## src/rtl/bmprgba_pkg.sv

```systemverilog
// Shared types and constants for the BMP to RGBA stream decoder.
// Holds the header byte offsets, status codes, result record and bus widths.
// No dependencies.
package bmprgba_pkg;

    // Byte position counter width; saturates, and every position at or above
    // 2^16 compares the same against the 16-bit pixel offset and the header size.
    localparam int unsigned POS_W = 17;
    typedef logic [POS_W-1:0] pos_t;

    localparam pos_t HEADER_BYTES = pos_t'(54);
    localparam pos_t POS_SIG_B    = pos_t'(0);
    localparam pos_t POS_SIG_M    = pos_t'(1);
    localparam pos_t POS_OFS_LO   = pos_t'(10);
    localparam pos_t POS_OFS_HI   = pos_t'(11);
    localparam pos_t POS_WID_LO   = pos_t'(18);
    localparam pos_t POS_WID_HI   = pos_t'(19);
    localparam pos_t POS_HGT_LO   = pos_t'(22);
    localparam pos_t POS_HGT_HI   = pos_t'(23);
    localparam pos_t POS_DEPTH    = pos_t'(28);

    localparam logic [7:0] SIG_CHAR_B = 8'h42;
    localparam logic [7:0] SIG_CHAR_M = 8'h4D;
    localparam logic [7:0] DEPTH_24   = 8'd24;
    localparam logic [7:0] DEPTH_32   = 8'd32;
    localparam logic [7:0] ALPHA_OPAQUE = 8'd255;

    localparam int unsigned SCAN_W = 18;
    localparam int unsigned IDX_W  = 24;

    typedef enum logic [2:0] {
        STATUS_OK        = 3'd0,
        STATUS_SHORT_HDR = 3'd1,
        STATUS_BAD_SIG   = 3'd2,
        STATUS_BAD_DEPTH = 3'd3,
        STATUS_TRUNCATED = 3'd4,
        STATUS_TOO_LARGE = 3'd5
    } status_t;

    typedef enum logic {
        KIND_PIXEL  = 1'b0,
        KIND_STATUS = 1'b1
    } kind_t;

    typedef struct packed {
        kind_t              kind;
        logic [IDX_W-1:0]   pixel_index;
        logic [7:0]         red;
        logic [7:0]         green;
        logic [7:0]         blue;
        logic [7:0]         alpha;
        status_t            status;
        logic [15:0]        image_width;
        logic [15:0]        image_height;
        logic               final_res;
    } result_t;

    // pixel_index, red, green, blue, alpha, status, image_width, image_height
    localparam int unsigned TDATA_BITS = IDX_W + 4 * 8 + 3 + 16 + 16;
    localparam int unsigned TDATA_W    = ((TDATA_BITS + 7) / 8) * 8;

endpackage

```

## src/rtl/bmp_to_rgba_stream_decoder.sv

```systemverilog
// Each result beat is written into the result queue when its byte is accepted; a status
// beat that follows a pixel beat from the same byte is queued behind it.
// Throughput: one byte per cycle; a four-entry result queue takes up to two beats
// per byte and input ready drops while it holds more than two.
// Reset (rst_n, asynchronous, active low) clears the header fields, counters and
// queue; the header fields and counters also return to their reset values after each byte marked tlast.
module bmp_to_rgba_stream_decoder #(
    parameter int unsigned MAX_WIDTH  = 4096,
    parameter int unsigned MAX_HEIGHT = 4096
) (
    input  logic                            clk,
    input  logic                            rst_n,
    input  logic                            s_tvalid,
    output logic                            s_tready,
    input  logic [7:0]                      s_tdata,   // data_byte
    input  logic                            s_tlast,   // last_byte
    output logic                            m_tvalid,
    input  logic                            m_tready,
    // pixel_index[23:0], red, green, blue, alpha, status[2:0], image_width,
    // image_height, zero fill
    output logic [bmprgba_pkg::TDATA_W-1:0] m_tdata,
    output logic                            m_tuser,   // kind
    output logic                            m_tlast    // final_res
);
    import bmprgba_pkg::*;

    localparam logic [15:0] MAX_W = 16'(MAX_WIDTH);
    localparam logic [15:0] MAX_H = 16'(MAX_HEIGHT);
    localparam int unsigned QDEPTH = 4;
    localparam int unsigned QPTR_W = $clog2(QDEPTH);
    localparam int unsigned QCNT_W = $clog2(QDEPTH + 1);

    // decoder state
    pos_t              pos_reg, pos_next;
    logic [15:0]       offset_reg, offset_next;
    logic [15:0]       width_reg, width_next;
    logic [15:0]       height_reg, height_next;
    logic [7:0]        depth_reg, depth_next;
    logic              sig_ok_reg, sig_ok_next;
    logic [15:0]       column_reg, column_next;
    logic [15:0]       row_reg, row_next;
    logic [SCAN_W-1:0] scan_cnt_reg, scan_cnt_next;
    logic [SCAN_W-1:0] scan_len_reg, scan_len_next;
    logic [15:0]       held_bg_reg, held_bg_next;
    logic [1:0]        channel_reg, channel_next;
    logic [IDX_W-1:0]  row_base_reg, row_base_next;

    // result queue
    result_t           queue_reg [QDEPTH];
    logic [QPTR_W-1:0] wr_ptr_reg, rd_ptr_reg;
    logic [QCNT_W-1:0] count_reg, count_next;

    logic              accept, pop;
    logic              depth_ok_cur, too_large_cur, active;
    logic              depth_ok_new, too_large_new;
    logic              emit_pixel;
    logic [SCAN_W-1:0] scan_inc, scan_raw;
    logic [IDX_W-1:0]  base_prod;
    pos_t              start_pos;
    status_t           status_val;
    result_t           pixel_res, status_res, first_res;
    logic [1:0]        push_n;
    logic [QPTR_W-1:0] wr_ptr_second;

    assign accept = s_tvalid && s_tready;
    assign pop    = m_tvalid && m_tready;
    assign s_tready = (count_reg <= QCNT_W'(QDEPTH - 2));
    assign m_tvalid = (count_reg != '0);

    assign depth_ok_cur  = (depth_reg == DEPTH_24) || (depth_reg == DEPTH_32);
    assign too_large_cur = (width_reg > MAX_W) || (height_reg > MAX_H);
    assign active = sig_ok_reg && depth_ok_cur && (pos_reg >= {1'b0, offset_reg}) &&
                    (width_reg != '0) && (row_reg < height_reg);

    // scanline length padded to 4 bytes, and the top-down index of the first file row
    always_comb
    begin
        if (depth_reg == DEPTH_32)
        begin
            scan_raw = {width_reg, 2'b00} + SCAN_W'(3);
        end
        else
        begin
            scan_raw = {1'b0, width_reg, 1'b0} + {2'b00, width_reg} + SCAN_W'(3);
        end
    end
    assign base_prod = {8'd0, height_reg - 16'd1} * {8'd0, width_reg};
    assign scan_inc  = scan_cnt_reg + SCAN_W'(1);

    always_comb
    begin
        pos_next      = pos_reg;
        offset_next   = offset_reg;
        width_next    = width_reg;
        height_next   = height_reg;
        depth_next    = depth_reg;
        sig_ok_next   = sig_ok_reg;
        column_next   = column_reg;
        row_next      = row_reg;
        scan_cnt_next = scan_cnt_reg;
        scan_len_next = scan_len_reg;
        held_bg_next  = held_bg_reg;
        channel_next  = channel_reg;
        row_base_next = row_base_reg;
        emit_pixel    = 1'b0;

        if (pos_reg < HEADER_BYTES)
        begin
            case (pos_reg)
                POS_SIG_B:  sig_ok_next = (s_tdata == SIG_CHAR_B);
                POS_SIG_M:  sig_ok_next = sig_ok_reg && (s_tdata == SIG_CHAR_M);
                POS_OFS_LO: offset_next = {offset_reg[15:8], s_tdata};
                POS_OFS_HI: offset_next = {s_tdata, offset_reg[7:0]};
                POS_WID_LO: width_next  = {width_reg[15:8], s_tdata};
                POS_WID_HI: width_next  = {s_tdata, width_reg[7:0]};
                POS_HGT_LO: height_next = {height_reg[15:8], s_tdata};
                POS_HGT_HI: height_next = {s_tdata, height_reg[7:0]};
                POS_DEPTH:  depth_next  = s_tdata;
                default:    ;
            endcase
            // settles before the header ends since the fields stop changing at byte 28
            scan_len_next = scan_raw & ~SCAN_W'(3);
            row_base_next = base_prod;
        end
        else if (active)
        begin
            if (column_reg < width_reg)
            begin
                case (channel_reg)
                    2'd0:
                    begin
                        held_bg_next = {held_bg_reg[15:8], s_tdata};
                        channel_next = 2'd1;
                    end
                    2'd1:
                    begin
                        held_bg_next = {s_tdata, held_bg_reg[7:0]};
                        channel_next = 2'd2;
                    end
                    2'd2:
                    begin
                        emit_pixel = !too_large_cur;
                        if (depth_reg == DEPTH_24)
                        begin
                            column_next  = column_reg + 16'd1;
                            channel_next = 2'd0;
                        end
                        else
                        begin
                            channel_next = 2'd3;
                        end
                    end
                    default:
                    begin
                        // drop the alpha byte of a 32-bit pixel
                        column_next  = column_reg + 16'd1;
                        channel_next = 2'd0;
                    end
                endcase
            end
            scan_cnt_next = scan_inc;
            if (scan_inc >= scan_len_reg)
            begin
                row_next      = row_reg + 16'd1;
                column_next   = '0;
                scan_cnt_next = '0;
                channel_next  = 2'd0;
                row_base_next = row_base_reg - {8'd0, width_reg};
            end
        end

        if (pos_reg != '1)
        begin
            pos_next = pos_reg + pos_t'(1);
        end
    end

    // Status uses the header and row counters as they stand after this byte.
    logic [15:0] width_new, height_new, row_new;
    logic [7:0]  depth_new;
    logic        sig_new;
    pos_t        total_pos;

    always_comb
    begin
        width_new  = width_reg;
        height_new = height_reg;
        depth_new  = depth_reg;
        sig_new    = sig_ok_reg;
        row_new    = row_reg;
        if (pos_reg < HEADER_BYTES)
        begin
            width_new  = width_next;
            height_new = height_next;
            depth_new  = depth_next;
            sig_new    = sig_ok_next;
        end
        else if (active && (scan_inc >= scan_len_reg))
        begin
            row_new = row_reg + 16'd1;
        end
        total_pos = (pos_reg != '1) ? pos_reg + pos_t'(1) : pos_reg;
    end

    assign depth_ok_new  = (depth_new == DEPTH_24) || (depth_new == DEPTH_32);
    assign too_large_new = (width_new > MAX_W) || (height_new > MAX_H);
    assign start_pos = ({1'b0, offset_reg} > HEADER_BYTES) ? {1'b0, offset_reg} : HEADER_BYTES;

    always_comb
    begin
        if (total_pos < HEADER_BYTES)
        begin
            status_val = STATUS_SHORT_HDR;
        end
        else if (!sig_new)
        begin
            status_val = STATUS_BAD_SIG;
        end
        else if (!depth_ok_new)
        begin
            status_val = STATUS_BAD_DEPTH;
        end
        else if ((total_pos < start_pos) || ((width_new != '0) && (row_new < height_new)))
        begin
            status_val = STATUS_TRUNCATED;
        end
        else if (too_large_new)
        begin
            status_val = STATUS_TOO_LARGE;
        end
        else
        begin
            status_val = STATUS_OK;
        end
    end

    always_comb
    begin
        pixel_res              = '0;
        pixel_res.kind         = KIND_PIXEL;
        pixel_res.pixel_index  = row_base_reg + {8'd0, column_reg};
        pixel_res.red          = s_tdata;
        pixel_res.green        = held_bg_reg[15:8];
        pixel_res.blue         = held_bg_reg[7:0];
        pixel_res.alpha        = ALPHA_OPAQUE;
        pixel_res.status       = STATUS_OK;

        status_res              = '0;
        status_res.kind         = KIND_STATUS;
        status_res.status       = status_val;
        status_res.image_width  = width_new;
        status_res.image_height = height_new;
        status_res.final_res    = 1'b1;

        first_res = emit_pixel ? pixel_res : status_res;
        push_n    = accept ? (2'(emit_pixel) + 2'(s_tlast)) : 2'd0;
    end

    assign wr_ptr_second = wr_ptr_reg + QPTR_W'(1);
    assign count_next = count_reg + QCNT_W'(push_n) - QCNT_W'(pop);

    always_ff @(posedge clk or negedge rst_n)
    begin
        if (!rst_n)
        begin
            pos_reg      <= '0;
            offset_reg   <= '0;
            width_reg    <= '0;
            height_reg   <= '0;
            depth_reg    <= '0;
            sig_ok_reg   <= 1'b0;
            column_reg   <= '0;
            row_reg      <= '0;
            scan_cnt_reg <= '0;
            scan_len_reg <= '0;
            held_bg_reg  <= '0;
            channel_reg  <= 2'd0;
            row_base_reg <= '0;
            wr_ptr_reg   <= '0;
            rd_ptr_reg   <= '0;
            count_reg    <= '0;
        end
        else
        begin
            if (accept)
            begin
                if (s_tlast)
                begin
                    // restart for the next file
                    pos_reg      <= '0;
                    offset_reg   <= '0;
                    width_reg    <= '0;
                    height_reg   <= '0;
                    depth_reg    <= '0;
                    sig_ok_reg   <= 1'b0;
                    column_reg   <= '0;
                    row_reg      <= '0;
                    scan_cnt_reg <= '0;
                    scan_len_reg <= '0;
                    held_bg_reg  <= '0;
                    channel_reg  <= 2'd0;
                    row_base_reg <= '0;
                end
                else
                begin
                    pos_reg      <= pos_next;
                    offset_reg   <= offset_next;
                    width_reg    <= width_next;
                    height_reg   <= height_next;
                    depth_reg    <= depth_next;
                    sig_ok_reg   <= sig_ok_next;
                    column_reg   <= column_next;
                    row_reg      <= row_next;
                    scan_cnt_reg <= scan_cnt_next;
                    scan_len_reg <= scan_len_next;
                    held_bg_reg  <= held_bg_next;
                    channel_reg  <= channel_next;
                    row_base_reg <= row_base_next;
                end
            end
            wr_ptr_reg <= wr_ptr_reg + QPTR_W'(push_n);
            if (pop)
            begin
                rd_ptr_reg <= rd_ptr_reg + QPTR_W'(1);
            end
            count_reg <= count_next;
        end
    end

    // queue payload: first beat at the write pointer, status behind it when both go in
    always_ff @(posedge clk)
    begin
        for (int i = 0; i < QDEPTH; i++)
        begin
            if ((push_n != 2'd0) && (QPTR_W'(i) == wr_ptr_reg))
            begin
                queue_reg[i] <= first_res;
            end
            else if ((push_n == 2'd2) && (QPTR_W'(i) == wr_ptr_second))
            begin
                queue_reg[i] <= status_res;
            end
        end
    end

    result_t head;
    assign head = queue_reg[rd_ptr_reg];

    assign m_tdata = {(TDATA_W - TDATA_BITS)'(0), head.image_height, head.image_width,
                      head.status, head.alpha, head.blue, head.green, head.red,
                      head.pixel_index};
    assign m_tuser = head.kind;
    assign m_tlast = head.final_res;

`ifndef SYNTH
    a_queue_bound: assert property (@(posedge clk) disable iff (!rst_n)
        count_reg <= QCNT_W'(QDEPTH))
        else $error("result queue overflow");

    a_last_restarts: assert property (@(posedge clk) disable iff (!rst_n)
        (accept && s_tlast) |=> (pos_reg == '0 && row_reg == '0 && channel_reg == 2'd0))
        else $error("decoder did not return to start after last byte");

    a_kind_final: assert property (@(posedge clk) disable iff (!rst_n)
        m_tvalid |-> (m_tuser == m_tlast))
        else $error("status beat and final flag disagree");

    a_pixel_opaque: assert property (@(posedge clk) disable iff (!rst_n)
        (m_tvalid && (m_tuser == KIND_PIXEL)) |-> (head.alpha == ALPHA_OPAQUE))
        else $error("pixel beat with non-opaque alpha");

    a_no_pixel_in_header: assert property (@(posedge clk) disable iff (!rst_n)
        (accept && (pos_reg < HEADER_BYTES)) |-> !emit_pixel)
        else $error("pixel emitted during header");
`endif

endmodule

```

## config.mk

```make
export PLATFORM = sky130hd
export DESIGN_NAME = bmp_to_rgba_stream_decoder
export DESIGN_NICKNAME = d
export VERILOG_FILES = /design/src/rtl/bmprgba_pkg.sv /design/src/rtl/bmp_to_rgba_stream_decoder.sv
export SDC_FILE = /design/constraint.sdc
export NUM_CORES = 2
export LEC_CHECK = 0
export ABC_CLOCK_PERIOD_IN_PS = 8600
export BUFFER_PORTS_ARGS = -buffer_cell sky130_fd_sc_hd__buf_4
export CELL_PAD_IN_SITES_DETAIL_PLACEMENT = 1
export CELL_PAD_IN_SITES_GLOBAL_PLACEMENT = 2
export CORE_MARGIN = 5
export CORE_UTILIZATION = 42
export DETAILED_ROUTE_END_ITERATION = 10
export PLACE_DENSITY_LB_ADDON = 0.1
export REMOVE_ABC_BUFFERS = 1
export SLEW_MARGIN = 15
export SYNTH_ARGS = -nofsm -noshare
export SYNTH_HDL_FRONTEND = slang
export SYNTH_SLANG_ARGS = --single-unit
```

## constraint.sdc

```tcl
create_clock -name clk -period 8.6 [get_ports clk]
set_input_delay 1.72 -clock clk [delete_from_list [all_inputs] [get_ports clk]]
set_output_delay 1.72 -clock clk [all_outputs]
set_load 0.01 [all_outputs]
```

Yosys cells after proc, flatten, opt, wreduce, memory -nomap -nowiden
Memory sizes are Yosys's and may differ from the RTL's.
Index checks and enable logic that the tools add are counted.
- bits in registers: 191
- memory bits (writable): 372
- input port bits: 13
- output and inout port bits: 100
- word-level logic and storage cells: 239
- memories: 1
- memories (name ; depth ; width ; read ports ; clocked after Yosys merged registers in ; wr ports ; RTL line ; RTL):
    queue_reg ; 4 ; 93 ; 1 ; 0 ; 2 ; bmp_to_rgba_stream_decoder.sv:49 ; result_t queue_reg [QDEPTH];
- add/subtract/negate cells: 16
- $mul: 1
- order comparisons: 14
- equal/unequal tests: 31
- muxes and demuxes: 99
- bitwise logic cells: 4
- reductions and logical operators: 55
- operator list (operator ; number):
    2-to-1 mux 93 bit ; 7
    2-to-1 mux 16 bit ; 25
    OR reduction 93 bit ; 2
    case mux 16 bit (2 select lines) ; 5
    2-to-1 mux 18 bit ; 7
    2-to-1 mux 24 bit ; 4
    == test 17 x 5 -> 1 bit, second input constant ; 5
    greater-than comparator 16 x 13 -> 1 bit, second input constant ; 4
    < comparator 16 bit ; 3
    adder 18 x 2 -> 18 bit, second input constant ; 2
    == test 17 x 4 -> 1 bit, second input constant ; 2
    < comparator 17 x 6 -> 1 bit, second input constant ; 2
    2-to-1 mux 17 bit ; 2
    adder 16 x 1 -> 16 bit, second input constant ; 2
    2-to-1 mux 8 bit ; 4
    nonzero test 16 bit ; 2
    2-to-1 mux 1 bit ; 29
    adder 24 x 16 -> 24 bit ; 1
    multiplier 16 x 16 -> 24 bit ; 1
    subtractor 24 x 16 -> 24 bit ; 1
    adder 17 x 16 -> 18 bit ; 1
    adder 18 x 1 -> 18 bit, second input constant ; 1
    greater-or-equal comparator 18 bit ; 1
    2-to-1 mux 2 bit ; 9
    other kinds (39) ; 98

Logic depth before layout (Yosys ltp)
- depth after elaboration: 19
- gate-level depth with buffers: 30

Worst setup path before layout
Ideal clock, no wire load.
- kind: register -> register
- start: register width_reg[1]
- end: memory queue_reg[1][0] (netlist name) (enable)
- library setup time: 529 ps
- arrival time: 6589 ps
- path slack: 1482 ps
- cell stages (with the launch flop): 16
- cells stage by stage: dfrtp_1 -> clkbuf_1 -> inv_1 -> ha_1 -> a21o_1 -> a21oi_1 -> o21ai_1 -> o211a_1 -> nor4_1 -> and4_1 -> clkbuf_1 -> ha_1 -> clkbuf_1 -> mux2_2 -> nand2_1 -> nor2_1
- RTL lines (what ; RTL line ; RTL):
    start: declaration ; bmp_to_rgba_stream_decoder.sv:36 ; logic [15:0] width_reg, width_next;
    start signal: assignment ; bmp_to_rgba_stream_decoder.sv:308 ; width_reg <= width_next;
    end: declaration ; bmp_to_rgba_stream_decoder.sv:49 ;

Worst setup path after layout
- start: register height_reg[5]
- end: register row_base_reg[23]
- word-level cells in the longest chain between the ends: 4
- elaborated cells on any way between the ends: 8
- those cells by class: 1 x add/sub; 1 x mul; 1 x order compare; 2 x mux; 3 x reduce/logical
- ends and longest elaborated chain (what ; RTL line ; RTL):
    start: declaration ; bmp_to_rgba_stream_decoder.sv:37 ; logic [15:0] height_reg, height_next;
    start signal: assignment ; bmp_to_rgba_stream_decoder.sv:309 ; height_reg <= height_next;
    subtractor 16 x 1 -> 16 bit or < comparator 16 bit (tied branches) ; bmp_to_rgba_stream_decoder.sv:87, bmp_to_rgba_stream_decoder.sv:73 ;
    multiplier 16 x 16 -> 24 bit or logical AND 1 bit (tied branches) ; bmp_to_rgba_stream_decoder.sv:87, bmp_to_rgba_stream_decoder.sv:73 ;
    2-to-1 mux 24 bit or nonzero test 3 bit (tied branches) ; - ;
    2-to-1 mux 24 bit or AND reduction 3 bit (tied branches) ; - ;
    end signal: assignment ; bmp_to_rgba_stream_decoder.sv:318 ; row_base_reg <= row_base_next;
    end: declaration ; bmp_to_rgba_stream_decoder.sv:46 ; logic [IDX_W-1:0] row_base_reg, row_base_next;
Several ways; a longest one is shown, not always the timed one.
A chain may end at the register's enable or synchronous reset.

==> run_results.csv <==
group,metric,value,unit
power,powerDensity,439,mW/mm2
min_path,min_to,"queue_reg[2][0]",
floorplan,die_area,0.0921,mm2
worst_setup_path,cp_slowest_cell,"fa_1",
cells_and_area,areaGrowthSynthToFinish,11.5,%
worst_setup_path,path_max_fanout,7,
sta,setup_violations,0,
synthesis,ys_ff_latch,529,
min_path,whs_path_depth,2,
detailed_routing,drc,0,
global_routing,grt_max_degree,92,
global_routing,grtUsageMet3,0.0277,
worst_setup_path,worstReg2RegStart,"height_reg[5]",
worst_setup_path,cpPeakStageDelay,0.55,ns
clock_network,numCtsBuffers,59,
sta,worst_hold_slack,0.454,ns
detailed_routing,drt_first_pass_iters,5,
global_routing,grtUsageTotal,0.259,
sta,setup_slack,0.873,ns
synthesis,syn_area,0.0362,mm2
synthesis,synth_edf_count,290,
worst_setup_path,worst-endpoint-arrival,8.18,ns
placed_design,port_buffers,107,
detailed_routing,wl,120000,um
clock_network,cts_buffer_depth,3,
run,maxCapViolCount,0,
floorplan,die_width,303,um
sta,fin_crit_sh,0.899,
sta,timing.final.max_slew_violations,0,
worst_setup_path,r2r_end,"row_base_reg[23]",
cells_and_area,drive_gt1_frac,0.113,
min_path,hp-class,"reg2reg",
worst_setup_path,setup.worst_path.class,"reg2reg",
clock_network,cts_setup_buffers,0,
global_routing,antenna_found_initial,1,
global_routing,grt_use_met1,0.352,
detailed_routing,post_drt_wl_per_cell,24.9,um
sta,setup-tns-final,0,ns
sta,max_freq,129,MHz
global_routing,grt_pass1_wl,184000,um
power,irDropWorstVdd,0.430,mV
worst_setup_path,end_kind,"flip-flop",
clock_network,cts-root-buf,"clkbuf_16",
synthesis,yosys_most_used_dff,"edfxtp_1",
floorplan,ioPinCount,113,
clock_network,cts.reportedPaths.clkPinSlew,0.06,ns
floorplan,fp.dieH,303,um
sta,period_needed,7.73,ns
power,p_leak,16.9,nW
clock_network,cts_resized,0,
synthesis,ys_async_sr_fraction,0.357,
synthesis,yosysWarnings,0,
clock_network,htreeDepth,2,
sta,skew,0.0340,ns
power,power.total,17.7,mW
sta,slew_headroom,0.197,
detailed_routing,viasPerCell,5.75,
placed_design,gp_congestion,0.857,
floorplan,start_util,0.424,
placed_design,hpwl,86100,um
cells_and_area,largest_reg_flops,340,
synthesis,synthCells,3567,
sta,rsz0062_at_grt,"no",
worst_setup_path,start_kind,"flip-flop",
placed_design,place_ws,0.932,ns
detailed_routing,initialDrtViolationCount,1757,
synthesis,synth.distinct_cells,86,
clock_network,ctsHoldBuffers,0,
floorplan,core_area,0.0853,mm2
detailed_routing,drtAntennaViolNets,0,
cells_and_area,fillers,9383,
clock_network,cts_tree,"yes",
clock_network,clkLatencyLatePin,0.64,ns
detailed_routing,route.vias.total,27600,
outcome,status,"completed",
cells_and_area,nets,4043,
worst_setup_path,worst-endpoint-required,9.06,ns
sta,worst_slew_pin_slew,1.20,ns
synthesis,synth_area_per_cell,10.1,um2
sta,hold_viol_final,0,
global_routing,grt_use_met2,0.446,
worst_setup_path,r2r_slack,0.87,ns
global_routing,grt_pass1_vias,30000,
worst_setup_path,crit_path_frequent_cell,"fa_1",
global_routing,grt_busiest_layer,"met2",
min_path,min_from,"queue_reg[2][0]",
floorplan,fp-row-count,107,
clock_network,clock-sinks,529,
global_routing,grt-ovfl-total,0,
synthesis,ys_seq_area_frac,0.399,
worst_setup_path,r2r.worst_path.cells,25,
-- metal layers --
metal | wire (um) | vias to the layer above
li1 | - | 12400
met1 | 53000 | 14500
met2 | 58500 | 566
met3 | 4790 | 161
met4 | 3300 | 0
met5 | 0 | -
-- per-stage QoR --
step           instance area, um2   util  instances
4_1_cts                     40300  0.473       4807
6_report                    40300  0.473       4808
5_1_grt                     40300  0.473       4808
3_5_place_dp                38200  0.448       4695
2_1_floorplan               35400      -       3372
3_3_place_gp                38200  0.448       4695
-- how the worst max path moves through the flow --
stage	startpoint	end	slack, ns	cells after the start
floorplan	pos_reg[11]	queue_reg[1][0]	1.50	7
global placement	height_reg[5]	row_base_reg[23]	1.07	25
detailed placement	height_reg[5]	row_base_reg[23]	0.93	25
CTS	height_reg[5]	row_base_reg[23]	0.89	25
global route	height_reg[5]	row_base_reg[23]	0.30	25
finish	height_reg[5]	row_base_reg[23]	0.87	25
-- report_power, final --
group	switching [mW]	internal [mW]	leakage (nW)
sequential	0.514	3.11	5.60
combinational	6.90	4.46	10.3
clock	1.11	1.59	1.00
total	8.52	9.16	16.9
-- worst max-delay path: cells and delay by family, from the launching register on --
family	cells	cell delay, ns
adder cells (fa/ha/maj)	7	3.37
AO/OA/AOI/OAI	7	1.65
AND/OR/NAND/NOR	5	1.44
XOR/XNOR	2	0.47
flip-flops	1	0.39
buffers and inverters	4	0.22
-- kinds of logic after synthesis --
group,after synthesis,share of synthesized area
xor+xnor,146,0.0357
simple gates,1240,0.162
other cells,1,0.000104
fa+ha+maj,418,0.180
buf+inv,532,0.0571
flops,529,0.399
mux,96,0.0561
compound gates,605,0.109
-- cells in the mapped netlist, types with 17 or more instances --
cell type / count / area share
xor2_1: 45 / 0.011
ha_1: 247 / 0.085
a21o_1: 33 / 0.0069
clkbuf_1: 165 / 0.017
nand2b_1: 25 / 0.0043
fa_1: 171 / 0.095
nor2b_1: 25 / 0.0043
a211oi_1: 20 / 0.0042
o21ai_0: 157 / 0.022
or3_1: 19 / 0.0033
a22oi_1: 65 / 0.013
a21oi_1: 117 / 0.016
and2_1: 170 / 0.029
nand3_1: 63 / 0.0087
and3_1: 27 / 0.0047
o31ai_1: 17 / 0.0035
a22o_1: 39 / 0.0094
xnor2_1: 100 / 0.024
inv_1: 333 / 0.035
dfxtp_1: 50 / 0.028
edfxtp_1: 290 / 0.24
dfrtp_1: 189 / 0.13
nor4_1: 24 / 0.0042
nor3_1: 60 / 0.0083
nor2_1: 408 / 0.042
nand4_1: 34 / 0.0059
o22ai_1: 48 / 0.0083
mux4_2: 85 / 0.053
nand2_1: 336 / 0.035
-- layout by cell type (no fill, tap or decap), types with 157 or more instances in the layout --
master / instances
inv_1: 331
fa_1: 171
ha_1: 247
nor2_1: 403
buf_4: 177
dfrtp_1: 187
o21ai_0: 157
and2_1: 169
nand2_1: 335
edfxtp_1: 290
-- layout make-up --
| type | count | area [um2] | area share |
|---|---|---|---|
| clock inverters | 35 | 430 | 0.0107 |
| repair buffers | 179 | 1360 | 0.0338 |
| clock buffers | 77 | 1650 | 0.0408 |
| multi-input cells | 2510 | 19700 | 0.490 |
| flip-flops and latches | 529 | 14400 | 0.358 |
| well taps | 1144 | 1430 | 0.0355 |
| inverters | 333 | 1250 | 0.0310 |
| diodes | 1 | 2.50 | 0.0000621 |
Note: power is estimated with default switching activity, not from simulation.
